### src/design/pcu_pkg.sv
// Shared types, codes and constants of the particle swarm update unit.
package pcu_pkg;

  localparam int FracBits     = 16;
  localparam int NumParticles = 64;
  localparam int NumDims      = 16;
  localparam int PartW        = 6;
  localparam int DimW         = 4;
  localparam int CellW        = PartW + DimW;
  localparam int CellCount    = NumParticles * NumDims;
  localparam int WordW        = 32;
  localparam int SqrtSteps    = 20;
  localparam int DivSteps     = 34;
  localparam int CntW         = 7;
  localparam int CfgIdxW      = 3;
  localparam int CfgDataW     = 19;

  localparam logic [18:0] C1Reset    = 19'd134349;
  localparam logic [18:0] C2Reset    = 19'd134349;
  localparam logic [16:0] KReset     = 17'd65536;
  localparam logic [6:0]  CountReset = 7'd64;

  typedef enum logic [2:0] {
    ACT_LOAD   = 3'd0,
    ACT_FIT    = 3'd1,
    ACT_SELECT = 3'd2,
    ACT_UPDATE = 3'd3,
    ACT_READ   = 3'd4
  } pcu_action_e;

  typedef enum logic [2:0] {
    CFG_C1    = 3'd0,
    CFG_C2    = 3'd1,
    CFG_K     = 3'd2,
    CFG_MIN   = 3'd3,
    CFG_RANGE = 3'd4,
    CFG_COUNT = 3'd5
  } pcu_cfg_e;

  typedef enum logic [1:0] {
    RNG_TWO  = 2'd0,
    RNG_ONE  = 2'd1,
    RNG_TEN  = 2'd2,
    RNG_FREE = 2'd3
  } pcu_range_e;

  typedef struct packed {
    logic            capture;
    logic            wr_elem;
    logic            wr_fit;
    logic            rd_cell;
    logic            rd_gbest;
    logic            scan_rd;
    logic            scan_cmp;
    logic [CntW-1:0] cnt;
    logic            mul_w;
    logic            calc_mag;
    logic            cap_cell;
    logic            cap_g;
    logic            calc_terms;
    logic            calc_inner;
    logic            sqrt_step;
    logic            den_calc;
    logic            div_step;
    logic            fac_calc;
    logic            mul_v;
    logic            nv_calc;
    logic            upd_write;
    logic            out_load;
  } pcu_cmd_t;

  typedef struct packed {
    logic [CntW-1:0] scan_n;
  } pcu_status_t;

endpackage

### src/design/pcu_ctrl.sv
// Controller: sequences each action and drives the handshakes.
module pcu_ctrl (
  input  logic                 clk_i,
  input  logic                 rst_ni,
  input  logic                 in_valid_i,
  output logic                 in_stall_o,
  input  logic [2:0]           action_i,
  output logic                 out_valid_o,
  input  logic                 out_stall_i,
  input  pcu_pkg::pcu_status_t status_i,
  output pcu_pkg::pcu_cmd_t    cmd_o
);

  typedef enum logic [17:0] {
    ST_IDLE  = 18'h00001,
    ST_LOADW = 18'h00002,
    ST_FITW  = 18'h00004,
    ST_SCAN  = 18'h00008,
    ST_URD   = 18'h00010,
    ST_UW    = 18'h00020,
    ST_UG    = 18'h00040,
    ST_UT    = 18'h00080,
    ST_UI    = 18'h00100,
    ST_USQ   = 18'h00200,
    ST_UDEN  = 18'h00400,
    ST_UDIV  = 18'h00800,
    ST_UFAC  = 18'h01000,
    ST_UMV   = 18'h02000,
    ST_UNV   = 18'h04000,
    ST_UWR   = 18'h08000,
    ST_RD    = 18'h10000,
    ST_FIN   = 18'h20000
  } pcu_state_e;

  pcu_state_e                 state_q, state_d;
  logic [pcu_pkg::CntW-1:0]   cnt_q, cnt_d;
  logic                       out_valid_q, out_valid_d;

  always_comb begin
    cmd_o       = '0;
    state_d     = state_q;
    cnt_d       = cnt_q;
    out_valid_d = out_valid_q && out_stall_i;
    cmd_o.cnt   = cnt_q;
    case (state_q)
      ST_IDLE: begin
        if (in_valid_i) begin
          cmd_o.capture = 1'b1;
          cnt_d = '0;
          case (pcu_pkg::pcu_action_e'(action_i))
            pcu_pkg::ACT_LOAD:   state_d = ST_LOADW;
            pcu_pkg::ACT_FIT:    state_d = ST_FITW;
            pcu_pkg::ACT_SELECT: state_d = ST_SCAN;
            pcu_pkg::ACT_UPDATE: state_d = ST_URD;
            default:             state_d = ST_RD;
          endcase
        end
      end
      ST_LOADW: begin
        cmd_o.wr_elem = 1'b1;
        state_d = ST_RD;
      end
      ST_FITW: begin
        cmd_o.wr_fit = 1'b1;
        state_d = ST_RD;
      end
      ST_SCAN: begin
        // read word cnt, compare word cnt-1
        cmd_o.scan_rd  = cnt_q < status_i.scan_n;
        cmd_o.scan_cmp = cnt_q != '0;
        if (cnt_q == status_i.scan_n) begin
          state_d = ST_RD;
        end else begin
          cnt_d = cnt_q + 1'b1;
        end
      end
      ST_URD: begin
        cmd_o.mul_w   = 1'b1;
        cmd_o.rd_cell = 1'b1;
        state_d = ST_UW;
      end
      ST_UW: begin
        cmd_o.calc_mag = 1'b1;
        cmd_o.cap_cell = 1'b1;
        cmd_o.rd_gbest = 1'b1;
        state_d = ST_UG;
      end
      ST_UG: begin
        cmd_o.cap_g = 1'b1;
        state_d = ST_UT;
      end
      ST_UT: begin
        cmd_o.calc_terms = 1'b1;
        state_d = ST_UI;
      end
      ST_UI: begin
        cmd_o.calc_inner = 1'b1;
        cnt_d = '0;
        state_d = ST_USQ;
      end
      ST_USQ: begin
        cmd_o.sqrt_step = 1'b1;
        if (cnt_q == pcu_pkg::CntW'(pcu_pkg::SqrtSteps - 1)) begin
          state_d = ST_UDEN;
        end else begin
          cnt_d = cnt_q + 1'b1;
        end
      end
      ST_UDEN: begin
        cmd_o.den_calc = 1'b1;
        cnt_d = '0;
        state_d = ST_UDIV;
      end
      ST_UDIV: begin
        cmd_o.div_step = 1'b1;
        if (cnt_q == pcu_pkg::CntW'(pcu_pkg::DivSteps - 1)) begin
          state_d = ST_UFAC;
        end else begin
          cnt_d = cnt_q + 1'b1;
        end
      end
      ST_UFAC: begin
        cmd_o.fac_calc = 1'b1;
        state_d = ST_UMV;
      end
      ST_UMV: begin
        cmd_o.mul_v = 1'b1;
        state_d = ST_UNV;
      end
      ST_UNV: begin
        cmd_o.nv_calc = 1'b1;
        state_d = ST_UWR;
      end
      ST_UWR: begin
        cmd_o.upd_write = 1'b1;
        state_d = ST_RD;
      end
      ST_RD: begin
        cmd_o.rd_cell = 1'b1;
        state_d = ST_FIN;
      end
      ST_FIN: begin
        // hold the read data until the output register is free
        if (!out_valid_q || !out_stall_i) begin
          cmd_o.out_load = 1'b1;
          out_valid_d = 1'b1;
          state_d = ST_IDLE;
        end
      end
      default: state_d = ST_IDLE;
    endcase
  end

  always_ff @(posedge clk_i or negedge rst_ni) begin
    if (!rst_ni) begin
      state_q     <= ST_IDLE;
      cnt_q       <= '0;
      out_valid_q <= 1'b0;
    end else begin
      state_q     <= state_d;
      cnt_q       <= cnt_d;
      out_valid_q <= out_valid_d;
    end
  end

  assign in_stall_o  = state_q != ST_IDLE;
  assign out_valid_o = out_valid_q;

  a_accept_busy: assert property (@(posedge clk_i) disable iff (!rst_ni)
    in_valid_i && !in_stall_o |=> state_q != ST_IDLE)
    else $error("accepted word did not start work");

  a_scan_bound: assert property (@(posedge clk_i) disable iff (!rst_ni)
    state_q == ST_SCAN |-> cnt_q <= status_i.scan_n)
    else $error("scan ran past particle count");

  a_sqrt_bound: assert property (@(posedge clk_i) disable iff (!rst_ni)
    state_q == ST_USQ |-> cnt_q < pcu_pkg::CntW'(pcu_pkg::SqrtSteps))
    else $error("root iteration count overflow");

  a_div_bound: assert property (@(posedge clk_i) disable iff (!rst_ni)
    state_q == ST_UDIV |-> cnt_q < pcu_pkg::CntW'(pcu_pkg::DivSteps))
    else $error("divide iteration count overflow");

endmodule

### config.mk
export PLATFORM = sky130hd
export DESIGN_NAME = pcu_ctrl
export DESIGN_NICKNAME = d
export VERILOG_FILES = /design/src/design/pcu_pkg.sv /design/src/design/pcu_ctrl.sv
export SDC_FILE = /design/constraint.sdc
export NUM_CORES = 1
export LEC_CHECK = 0
export ABC_AREA = 1
export CAP_MARGIN = 20
export CORE_MARGIN = 3
export CORE_UTILIZATION = 28
export CTS_BUF_LIST = sky130_fd_sc_hd__clkbuf_4
export DETAILED_ROUTE_END_ITERATION = 10
export DONT_BUFFER_PORTS = 1
export GPL_TIMING_DRIVEN = 0
export PLACE_DENSITY_LB_ADDON = 0.25
export SETUP_SLACK_MARGIN = 0.4
export SYNTH_ARGS = -nofsm -noshare
export SYNTH_HDL_FRONTEND = slang
export SYNTH_SLANG_ARGS = --single-unit
### constraint.sdc
create_clock -name clk_i -period 4.7 [get_ports clk_i]
set_clock_uncertainty 0.15 [all_clocks]
set_input_delay 0.47 -clock clk_i [delete_from_list [all_inputs] [get_ports clk_i]]
set_output_delay 0.47 -clock clk_i [all_outputs]
set_load 0.02 [all_outputs]
== After elaboration in Yosys (flattened, before gate mapping) ==
Index checks and enable logic that the tools add are counted.
Storage, ports and cells
  word-level logic and storage cells: 85
  output and inout port bits: 30
  register bits: 26
Operators by class
  add/sub/neg operators: 1
  mux-type cells: 35
  equality and inequality tests: 33
  reductions and logical operators: 12
  $lt $le $gt $ge: 1
Operators with widths (count)
  case mux 18 bit (16 select lines): 1
  2-to-1 mux 18 bit: 5
  case mux 17 bit (4 select lines): 1
  case mux 7 bit (5 select lines): 1
  2-to-1 mux 7 bit: 4
  2-to-1 mux 1 bit: 21
  == test 18 x 1 -> 1 bit, second input constant: 1
  == test 18 x 10 -> 1 bit, second input constant: 1
  == test 18 x 11 -> 1 bit, second input constant: 1
  == test 18 x 12 -> 1 bit, second input constant: 1
  == test 18 x 13 -> 1 bit, second input constant: 1
  == test 18 x 14 -> 1 bit, second input constant: 1
  == test 18 x 15 -> 1 bit, second input constant: 1
  == test 18 x 16 -> 1 bit, second input constant: 1
  == test 18 x 17 -> 1 bit, second input constant: 1
  == test 18 bit, second input constant: 1
  == test 18 x 2 -> 1 bit, second input constant: 1
  == test 18 x 3 -> 1 bit, second input constant: 1
  == test 18 x 4 -> 1 bit, second input constant: 1
  == test 18 x 5 -> 1 bit, second input constant: 1
  == test 18 x 6 -> 1 bit, second input constant: 1
  == test 18 x 7 -> 1 bit, second input constant: 1
  == test 18 x 8 -> 1 bit, second input constant: 1
  == test 18 x 9 -> 1 bit, second input constant: 1
  19 further kinds: 31

== Logic depth before layout (Yosys ltp) ==
  word-level depth: 4
  gate-level depth with buffers: 12
  mapped depth without buffers: 12

== Least setup slack after synthesis ==
OpenSTA, ideal clock, no wires.
  path kind: register to output
  start point: register cnt_q[2] in the netlist's numbering
  end point: output port cmd_o[22] in the netlist's numbering
  path slack: 2501 ps
  cell stages (with the launch flop): 5
  arrival: 1579 ps
  cells stage by stage: dfrtp_1 ha_1 a21oi_1 o21ai_0 a211oi_1
RTL lines
  start, declared: line pcu_ctrl.sv:36  | logic [pcu_pkg::CntW-1:0] cnt_q, cnt_d;
  start signal, assigned: line pcu_ctrl.sv:161  | cnt_q <= cnt_d;
  end, declared: line pcu_ctrl.sv:11  | output pcu_pkg::pcu_cmd_t cmd_o

==> metrics.md <==
| Metric | Value |
|---|---|
| Routed Antenna Nets | 0 |
| P_leak | ~1.3 nW |
| Reg2reg start | cnt_q[6] |
| Crit-path max FO | 7 |
| CTS clk-pin slew, worst paths | around 0.15 ns |
| Initial antenna violation count | 0 |
| Setup violators final | 0 |
| Slew headroom | a little over 50% |
| Crit-path cells | ha_1 > a21oi_1 > o21ai_0 > a211oi_1 |
| CP bufs+invs | 0 |
| Global-route wire length before repair | 8.24 mm |
| Setup CP Type | flop to primary output |
| Pwr Density | approximately 370 mW/mm² |
| Delay-heaviest family, CP | compound AO/OA/AOI/OAI gates |
| RSZ-0062 raised after global routing | no |
| Commonest non-fill, non-tap cells in the layout | nand2_1 (54), inv_1 (47), nor2_1 (43) |
| Filler cells | ~770 |
| CP required | between 4 and 5 ns |
| Vias in the first global route | about 1,700 |
| # DRC | 0 |
| Synthesized area | 0.00210 mm² |
| Post-CTS Setup Repair Bufs | 0 |
| Cells on worst reg2reg path | 9 |
| IO Pins | 44 |
| Cell variety after synth | 31 |
| Hold violation count in the final report | 0 |
| CTS Buf Count | 3 |
| CP Capture Type | primary output |
| Nets | 313 |
| Syn_nets | just over 300 |
| Final WL | about 4.8 mm |
| Design Power | between 800 and 900 µW |
| Register area share after synthesis | between 30% and 40% |
| IO Port Bufs | 0 |
| Crit Reg-Reg Endpoint | state_q[4] |
| # H-tree levels | 1 |
| Min Clock Period, post-route | around 2.8 ns |
| Worst slew pin tran | roughly 0.72 ns |
| Finished Core Util | 32.4% |
| First-pass iteration count of the detailed router | 4 |
| Slowest stage cell on the critical path | dfrtp_1 |
| Run status | complete, no violations |
| Wire length per cell | ~13 µm |
| WHS Path Cells | 1 |
| DRT iter0 DRCs | 76 |
| RePlAce Congestion | just over 0.8 |
| Via Count | around 1,700 |
| F_max | 363 MHz |
| Post-Synthesis Cells | between 200 and 300 |
| CP peak stage delay | 0.62 ns |
| CP Launch Type | flop |
| Placed cell count | 378 |
| Die H | ~93 µm |
| Clock net sink count | 26 |
| Vias/cell | between 4 and 5 |
| Starting density of the core | 29.9% |
| Max VDD drop | ~0.00014 V |
| Worst Hold End | state_q[2] |
| Final std cells w/o fill | 384 |
| Resize count post-CTS | 0 |
| Setup Total Neg Slack | 0 ns |
| Ant. Diodes | 0 |
| Die width | 92.6 µm |
| Max-slew violations | 0 |
| Clk Latency, worst-skew pair | 0.34 ns |
| Min-Delay Startpoint | action_i[1] |
| GRT Overall Usage | a little under an eighth |
| Critical path arrival | about 2.1 ns |
| Type of the tightest min-delay check | input port to flop |
| Post-DP HPWL | just under 4 mm |
| Max Cap Violations | 0 |
| Total Die Area | between 0.008 and 0.009 mm² |
| Root buffer cell | clkbuf_4 |
| Rows | 30 |
| Total gr overflow | 0 |
| Period utilization | between 50% and 60% |
| Area Overhead vs Synth | 8.40% |
| Layout cells sized above 1 | roughly 20% |
| Commonest non-fill, non-tap cell in the layout | nand2_1 |
| R2r setup slk | 2.56 ns |
| CTS tree | yes |
| Seq cells post-synth | 26 |
| Avg Synthesized Cell Area | between 7 and 8 µm² |
| Core area | roughly 0.0070 mm² |
| Deepest clock path buffer count | 2 |
| Synth Warn # | 0 |
| Largest net degree at the start of global routing | 27 |
## layout make-up
type / instances / area (µm²) / area share, %
Inverter: 52 / 195 / 8.58
Timing Repair Buffer: 2 / 30.0 / 1.32
Buffer: 3 / 26.3 / 1.15
Clock inverter: 1 / 3.75 / 0.165
Sequential cell: 26 / 652 / 28.6
Multi-Input combinational cell: 201 / 1230 / 53.9
Clock buffer: 3 / 22.5 / 0.990
Tap cell: 96 / 120 / 5.28
## synthesized netlist by cell type (all sizes together)
cell,n,area (µm²)
nand2,65,312
nor2,61,355
inv,51,191
nand3,28,188
dfrtp,25,626
ha,10,125
nand4,9,56.3
o21ai,8,47.5
a21oi,7,46.3
nor3,6,40.0
buf,3,26.3
xor2,3,26.3
a211oi,1,7.51
a41oi,1,8.76
clkinv,1,3.75
dfstp,1,26.3
nand3b,1,7.51
or2,1,6.26
## repair_timing
action,CTS,global route
hold buffers,2,0
hold endpoints to repair,26,0
endpoints found under the setup margin,0,0
## layer usage
layer / GRT usage, % / part of all wire, % / vias up / routed length, µm
li1: - / - / 893 / -
met1: 15.4 / 46 / 796 / 2240
met5: 0 / 0 / - / 0
met3: 1.62 / 3.5 / 5 / 170
met4: 2.72 / 1.2 / 0 / 57
met2: 20.1 / 49 / 27 / 2380
## worst reg2reg max path, delay by kind of cell, from the launching register on
family,cells,cell delay [ns]
DFF,1,0.53
adders and majority gates,1,0.35
and+or+nand+nor,8,1.04
## per-stage QoR
stage | setup slack, ns | instance area [µm²] | hold slack (ns)
floorplan | 2.50 | 2100 | 0.0244
global placement | 2.34 | 2220 | 0.0250
detailed placement | 2.32 | 2220 | 0.0251
CTS | 1.92 | 2280 | 0.0145
global route | 1.80 | 2280 | 0.0104
finish | 1.94 | 2280 | 0.0129
## cell families after synthesis
logic type	share of synthesized area, %
adders and majority gates	5.96
and+or+nand+nor	45.9
AOI/OAI and AO/OA	5.24
xor gates and xnor gates	1.25
DFF	31.0
buffers and inverters	10.5
## worst max-delay path by stage
| stage | startpoint | slack [ns] | cells past startpoint | endpoint |
|---|---|---|---|---|
| final | cnt_q[2] | 1.94 | 4 | cmd_o[22] |
| after global routing | cnt_q[2] | 1.80 | 4 | cmd_o[22] |
| after CTS | cnt_q[2] | 1.92 | 4 | cmd_o[22] |
| after detailed placement | cnt_q[2] | 2.32 | 4 | cmd_o[22] |
| after global placement | cnt_q[2] | 2.34 | 4 | cmd_o[22] |
| after floorplan | cnt_q[2] | 2.50 | 4 | cmd_o[22] |
## state kept, by name, indices dropped and copies added, names as in the netlist
signal       cells
out_valid_o      1
cnt_q            7
state_q         18
## report_power, final
part	internal, mW	switching [mW]	total [mW]
clock	0.0313	0.0764	0.108
sequential	0.247	0.0320	0.279
combinational	0.142	0.322	0.464
total	0.420	0.431	0.851
Note: power is estimated with default switching activity, not from simulation.
